==> src/rtl/efla_pkg.sv <==
// Shared types, constants and helpers of the earliest free lane assigner.
`timescale 1ns / 1ps

package efla_pkg;

  localparam int MAX_LANES = 16;
  localparam int LANE_W = (MAX_LANES > 1) ? $clog2(MAX_LANES) : 1;
  localparam int TREE_LEVELS = (MAX_LANES > 1) ? $clog2(MAX_LANES) : 0;
  localparam int TREE_N = 1 << TREE_LEVELS;

  localparam int TIME_W = 32;
  localparam int SVC_W = 20;
  localparam int FIELD_W = 5;
  localparam int CFG_W = 5;
  localparam int ADDR_W = 3;
  localparam int APB_DATA_W = 32;
  localparam int S_TDATA_W = 24;
  localparam int M_TDATA_W = 16;

  localparam logic [CFG_W-1:0] NUM_LANES_RESET = CFG_W'(16);
  localparam logic [TIME_W-1:0] TIME_MAX = '1;

  // Register index as decoded from the word address bits of paddr.
  localparam logic [ADDR_W-3:0] REG_NUM_LANES = '0;

  typedef logic [TIME_W-1:0] time_t;
  typedef logic [LANE_W-1:0] lane_idx_t;
  typedef time_t [MAX_LANES-1:0] lane_times_t;

  typedef struct packed {
    logic [SVC_W-1:0] svc;
    logic             last;
  } job_t;

  typedef struct packed {
    lane_idx_t chosen;
    lane_idx_t next;
  } lane_result_t;

  // Lane number counted from one, cut to the width of the result fields.
  function automatic logic [FIELD_W-1:0] lane_field(input lane_idx_t idx);
    logic [LANE_W:0] num;
    num = {1'b0, idx} + (LANE_W + 1)'(1);
    return FIELD_W'(num);
  endfunction

endpackage

==> src/rtl/efla_cfg.sv <==
// APB-style register port holding the lane count.
`timescale 1ns / 1ps

module efla_cfg
  import efla_pkg::*;
(
  input  logic                  clk,
  input  logic                  rst,
  input  logic                  psel,
  input  logic                  penable,
  input  logic                  pwrite,
  input  logic [ADDR_W-1:0]     paddr,
  input  logic [APB_DATA_W-1:0] pwdata,
  output logic [APB_DATA_W-1:0] prdata,
  output logic                  pready,
  output logic [CFG_W-1:0]      num_lanes
);

  logic sel_num_lanes;

  assign sel_num_lanes = (paddr[ADDR_W-1:2] == REG_NUM_LANES);
  assign pready = 1'b1;

  always_ff @(posedge clk) begin
    if (rst) begin
      num_lanes <= NUM_LANES_RESET;
    end else if (psel && penable && pwrite && pready && sel_num_lanes) begin
      num_lanes <= pwdata[CFG_W-1:0];
    end
  end

  always_comb begin
    prdata = '0;
    if (sel_num_lanes) begin
      prdata = APB_DATA_W'(num_lanes);
    end
  end

endmodule

==> src/rtl/efla_min_tree.sv <==
// Comparator tree that finds the active lane with the smallest time.
`timescale 1ns / 1ps

module efla_min_tree
  import efla_pkg::*;
(
  input  lane_times_t      times,
  input  logic [CFG_W-1:0] num_lanes,
  output lane_idx_t        best
);

  typedef struct packed {
    logic      ok;
    lane_idx_t idx;
    time_t     t;
  } node_t;

  node_t node [2*TREE_N-1];

  // Lane one always takes part, so a count of zero acts as one lane.
  for (genvar i = 0; i < TREE_N; i++) begin : g_leaf
    if (i < MAX_LANES) begin : g_real
      assign node[TREE_N-1+i].ok  = (i == 0) || (32'(num_lanes) > 32'(i));
      assign node[TREE_N-1+i].idx = LANE_W'(i);
      assign node[TREE_N-1+i].t   = times[i];
    end else begin : g_pad
      assign node[TREE_N-1+i] = '0;
    end
  end

  // The left child holds the lower lanes, so it wins a tie.
  for (genvar k = 0; k < TREE_N - 1; k++) begin : g_node
    assign node[k] = (node[2*k+1].ok && (!node[2*k+2].ok || node[2*k+1].t <= node[2*k+2].t))
                     ? node[2*k+1] : node[2*k+2];
  end

  assign best = node[0].idx;

endmodule

==> src/rtl/efla_lane_bank.sv <==
// Lane time registers, saturating update and the registered earliest lane.
`timescale 1ns / 1ps

module efla_lane_bank
  import efla_pkg::*;
(
  input  logic             clk,
  input  logic             rst,
  input  logic [CFG_W-1:0] num_lanes,
  input  logic             fire,
  input  job_t             job,
  output lane_result_t     res
);

  lane_times_t lanes;
  lane_times_t lanes_next;
  lane_idx_t   best;
  lane_idx_t   best_next;
  lane_idx_t   tree_best;
  time_t       sum;
  logic [TIME_W:0] wide_sum;

  assign wide_sum = {1'b0, lanes[best]} + (TIME_W + 1)'(job.svc);
  assign sum = wide_sum[TIME_W] ? TIME_MAX : wide_sum[TIME_W-1:0];

  always_comb begin
    lanes_next = lanes;
    if (fire) begin
      lanes_next[best] = sum;
    end
  end

  // The tree also runs while idle, so best follows a new lane count.
  efla_min_tree u_tree (
    .times     (lanes_next),
    .num_lanes (num_lanes),
    .best      (tree_best)
  );

  assign best_next = (fire && job.last) ? '0 : tree_best;

  always_ff @(posedge clk) begin
    if (rst) begin
      lanes <= '0;
      best  <= '0;
    end else begin
      best <= best_next;
      if (fire && job.last) begin
        lanes <= '0;
      end else begin
        lanes <= lanes_next;
      end
    end
  end

  assign res.chosen = best;
  assign res.next   = tree_best;

  a_clear_on_last: assert property (@(posedge clk) disable iff (rst)
    fire && job.last |=> (lanes == '0) && (best == '0))
    else $error("lane times not cleared after the last job of a batch");

  a_chosen_grows: assert property (@(posedge clk) disable iff (rst)
    fire && !job.last |=> lanes[$past(best)] >= $past(lanes[best]))
    else $error("chosen lane time decreased");

  a_other_lanes_hold: assert property (@(posedge clk) disable iff (rst)
    !fire |=> lanes == $past(lanes))
    else $error("lane times changed without a job");

endmodule

==> src/rtl/earliest_free_lane_assigner.sv <==
// Top level of the earliest free lane assigner.
`timescale 1ns / 1ps

// Each job goes to the active lane with the smallest busy-until time (lower lane on a tie);
// the job's service time is added to that lane, saturating at 2^32-1, and the result item
// gives the lane used, the lane the next job would get unless this one is marked tlast, and a
// copy of tlast. A job marked tlast clears all lane times afterwards. One item is taken every
// clock cycle while the output is not stalled; a job is held in the input register and its
// result in the output register. The cycle time is set by the saturating add into one lane
// followed by the comparator tree over all lane times. Lane times reset to zero at once, with
// no clearing pass. The user must write the lane count only while idle; it is not enforced.
module earliest_free_lane_assigner
  import efla_pkg::*;
(
  input  logic                  clk,
  input  logic                  rst,
  input  logic                  s_tvalid,
  output logic                  s_tready,
  input  logic [S_TDATA_W-1:0]  s_tdata,   // [19:0] service_time, rest zero
  input  logic                  s_tlast,   // last_job
  output logic                  m_tvalid,
  input  logic                  m_tready,
  output logic [M_TDATA_W-1:0]  m_tdata,   // [4:0] assigned_lane, [9:5] next_lane, rest zero
  output logic                  m_tlast,   // batch_done
  input  logic                  psel,
  input  logic                  penable,
  input  logic                  pwrite,
  input  logic [ADDR_W-1:0]     paddr,
  input  logic [APB_DATA_W-1:0] pwdata,
  output logic [APB_DATA_W-1:0] prdata,
  output logic                  pready
);

  logic [CFG_W-1:0] num_lanes;
  logic             in_valid;
  job_t             in_job;
  logic             out_take;
  logic             fire;
  lane_result_t     res;

  efla_cfg u_cfg (
    .clk       (clk),
    .rst       (rst),
    .psel      (psel),
    .penable   (penable),
    .pwrite    (pwrite),
    .paddr     (paddr),
    .pwdata    (pwdata),
    .prdata    (prdata),
    .pready    (pready),
    .num_lanes (num_lanes)
  );

  assign out_take = !m_tvalid || m_tready;
  assign fire = in_valid && out_take;
  assign s_tready = !in_valid || fire;

  always_ff @(posedge clk) begin
    if (rst) begin
      in_valid <= 1'b0;
    end else if (s_tready) begin
      in_valid <= s_tvalid;
    end
  end

  always_ff @(posedge clk) begin
    if (s_tready && s_tvalid) begin
      in_job.svc  <= s_tdata[SVC_W-1:0];
      in_job.last <= s_tlast;
    end
  end

  efla_lane_bank u_bank (
    .clk       (clk),
    .rst       (rst),
    .num_lanes (num_lanes),
    .fire      (fire),
    .job       (in_job),
    .res       (res)
  );

  always_ff @(posedge clk) begin
    if (rst) begin
      m_tvalid <= 1'b0;
    end else if (out_take) begin
      m_tvalid <= fire;
    end
  end

  always_ff @(posedge clk) begin
    if (fire) begin
      m_tdata <= M_TDATA_W'({lane_field(res.next), lane_field(res.chosen)});
      m_tlast <= in_job.last;
    end
  end

  a_fire_gives_result: assert property (@(posedge clk) disable iff (rst)
    fire |=> m_tvalid)
    else $error("job processed without a result item");

  a_job_waits: assert property (@(posedge clk) disable iff (rst)
    in_valid && !fire |=> in_valid && $stable(in_job))
    else $error("waiting job lost or changed");

  a_no_fire_on_stall: assert property (@(posedge clk) disable iff (rst)
    m_tvalid && !m_tready |=> $stable(m_tdata) && $stable(m_tlast))
    else $error("stalled result overwritten");

endmodule
==> config.mk <==
export PLATFORM = sky130hd
export DESIGN_NAME = earliest_free_lane_assigner
export DESIGN_NICKNAME = d
export VERILOG_FILES = /design/src/rtl/efla_pkg.sv /design/src/rtl/efla_cfg.sv /design/src/rtl/efla_min_tree.sv /design/src/rtl/efla_lane_bank.sv /design/src/rtl/earliest_free_lane_assigner.sv
export SDC_FILE = /design/constraint.sdc
export NUM_CORES = 2
export LEC_CHECK = 0
export BUFFER_PORTS_ARGS = -buffer_cell sky130_fd_sc_hd__buf_2
export CORE_ASPECT_RATIO = 0.5
export CORE_MARGIN = 3
export CORE_UTILIZATION = 50
export DETAILED_ROUTE_END_ITERATION = 8
export PLACE_DENSITY_LB_ADDON = 0.1
export SYNTH_ARGS = -nofsm -noshare
export SYNTH_HDL_FRONTEND = slang
export SYNTH_SLANG_ARGS = --single-unit
==> constraint.sdc <==
create_clock -name clk -period 20.8 [get_ports clk]
set_input_delay 1.04 -clock clk [delete_from_list [all_inputs] [get_ports clk]]
set_output_delay 1.04 -clock clk [all_outputs]
set_load 0.01 [all_outputs]
==> metrics.md <==
| Metric | Value |
|---|---|
| Syn Inst Count | 5412 |
| Setup violators final | 0 |
| Buf/Inv on CP | 8 |
| DRT Pass-1 Iters | 6 |
| Cts hold-fix bufs | 0 |
| Final wirelength | 171 mm |
| Clock power frac | 0.111 |
| Part of the power in registers | 0.119 |
| CP Launch Point | u_bank.best[1] |
| Pint | 4.98 mW |
| Post-CTS Setup Bufs | 0 |
| Initial Utilization | 0.510 |
| DR vias/cell | 6.29 |
| CP Capture Type | register |
| Crit path max-delay family | compound AO/OA/AOI/OAI gates |
| Critical Setup Path Class | reg2reg |
| P_sw | 5.09 mW |
| Place WS | 2.01 ns |
| Ports | 119 |
| Die width | 427 µm |
| Routed length per instance | 25.8 µm |
| Row cnt | 76 |
| Max-slew headroom | 0.172 |
| Clock skew | 0.0307 ns |
| CTS root buffer | clkbuf_16 |
| Asr flop ratio synth | 0 |
| Worst reg2reg startpoint | u_bank.best[1] |
| First-pass GRT wire length | 250 mm |
| Ant diodes | 0 |
| GRT Residual Overflow | 0 |
| Overall routing resource usage | 0.360 |
| Startpoint Class | register |
| Worst-case clock buffer depth | 3 |
| Layout cells sized above 1 | 0.122 |
| Pwr dens | 208 nW/µm² |
| Worst EP arrival | 19.85 ns |
| Worst hold start | u_bank.lanes[467] |
| Syn_area_per_cell | 8.20 µm² |
| Yosys Warn Count | 0 |
| Mapped Area | 44400 µm² |
| Fin crit share | 0.935 |
| Critical path data required time | 21.21 ns |
| Peak supply drop | 271 µV |
| Remaining antenna violation count after routing | 0 |
| Buffers added on ports | 51 |
| Slew @ Worst Pin | 1.23 ns |
| RePlAce Congestion | 1.04 |
| Total power | 10.1 mW |
| Pins over their slew limit | 0 |
| Final hold slack | 0.506 ns |
| Ys flop type | dfxtp_1 |
| Crit path max fanout | 39 |
| Syn-to-layout area delta | 9.12% |
| Pin count of the biggest net entering global routing | 90 |
| Status | finished, final reports clean |
| Cts repair resizes | 0 |
| Fin crit period | 19.44 ns |
| Number of flops mapped to enable cells by yosys | 32 |
| Most common cell after layout, fill and taps aside | nor2_1 |
| Final TNS setup | 0 ns |
| Comb pwr share | 0.770 |
| P_leak | 22.3 nW |
| Most used cell, CP | a21o_1 |
| Non-Filler Cell Area, Final | 48400 µm² |
| Most frequent cells in the layout | nor2_1, dfxtp_1, a21oi_1, ha_1, inv_1 |
| Fin cells | 6617 |
| Seq cells post-synth | 555 |
| Nets | 5960 |
| Slowest stage delay, CP | 0.90 ns |
| Inst Count DP | 6511 |
| TritonCTS clock tree | yes |
| Die Y | 217 µm |
| Hold Fails Final Rpt | 0 |
| Routed vias | 41600 |
| Worst setup margin | 1.36 ns |
| Die ar. | 92600 µm² |
| Max-cap viol count | 0 |
| Sequential share of the synthesized area | 0.257 |
| Initial DRC count | 4672 |
| CTS clk-pin slew, worst paths | 0.07 ns |
| Number of distinct library cells after synthesis | 100 |
| CP max stage cell | dfxtp_4 |
| Initial antenna violation count | 10 |
| CTS sink cnt | 555 |
| RSZ-0062 raised after global routing | false |
| DRC viols | 0 |
| Num CTS Buffers | 56 |
| Final Util | 0.557 |
| Switch share | 0.505 |
| Detail Placement HPWL | 132 mm |
| Max H-tree Level | 2 |
| Max Fclk | 0.0514 GHz |
| Fill cells | 8097 |
| Worst skew pair latency | 0.68 ns |
| Placed inst area | 46500 µm² |
| Core Area | 87000 µm² |
| Vias in the first global route | 38600 |
| HP Class | reg2reg |
registers in the layout (all words and copies together) (netlist names):
signal,cells
in_valid,1
u_bank.best,4
in_job,21
u_bank.lanes,512
u_cfg.num_lanes,5
m_tlast,1
m_tvalid,1
m_tdata,10
logic make-up after synthesis:
logic type	Yosys count	synth area share
XOR/XNOR	32	0.00631
AND/OR/NAND/NOR	1702	0.172
AO/OA/AOI/OAI	1416	0.201
buffers and inverters	714	0.0674
multiplexers	496	0.156
adder cells (fa/ha/maj)	495	0.140
flip-flops	555	0.257
other	2	0.000169
tightest hold or removal path, stage by stage (launching register included):
cell,delay (ns)
dfxtp_1,0.33
nand2_1,0.07
a21oi_1,0.06
per-layer routing:
metal	GRT usage	part of all wire	vias up
met5	0	0.000070	-
met4	0.105	0.031	2
met3	0.112	0.12	264
met2	0.496	0.39	1925
met1	0.531	0.46	20100
li1	-	-	19300
cells in the mapped netlist, drive strengths merged (34+ instances only):
cell | instances | area [µm²]
nor2 | 912 | 3440
mux4 | 148 | 3330
nand2 | 266 | 1000
mux2i | 290 | 2920
clkbuf | 242 | 908
mux2 | 58 | 661
nor3 | 53 | 265
nand2b | 50 | 313
nand3 | 64 | 320
inv | 333 | 1250
nand4 | 116 | 738
dfxtp | 523 | 10500
a21oi | 522 | 2640
o21ai | 262 | 1350
and2 | 113 | 707
a211oi | 34 | 260
o21a | 82 | 616
o211ai | 41 | 308
a21o | 212 | 1590
nor2b | 52 | 325
buf | 139 | 833
ha | 493 | 6170
final timing paths:
check | depth (start not counted) | slack [ns] | end
setup / recovery | 72 | 1.36 | m_tdata[9]
hold / removal | 2 | 0.51 | u_bank.lanes[467]
setup reg to reg | 72 | 1.36 | m_tdata[9]
hold reg to reg | 2 | 0.51 | u_bank.lanes[467]
power groups by stage:
stage | Sequential, mW | Clock (mW) | Combinational, mW
after floorplan | 1.19 | 0 | 4.40
after global placement | 1.22 | 0 | 7.44
after detailed placement | 1.22 | 0 | 7.49
after CTS | 1.19 | 1.13 | 7.53
after global routing | 1.20 | 1.17 | 8.26
final | 1.20 | 1.12 | 7.76
layout make-up:
type | count | area [µm²] | share of cell area
Multi-Input combinational cell | 4175 | 30300 | 0.626
Sequential cell | 555 | 11400 | 0.236
Timing Repair Buffer | 278 | 2070 | 0.0428
Inverter | 333 | 1250 | 0.0258
Clock inverter | 34 | 363 | 0.00749
Tap cell | 1170 | 1460 | 0.0302
Clock buffer | 72 | 1540 | 0.0318
Note: power is estimated with default switching activity, not from simulation.
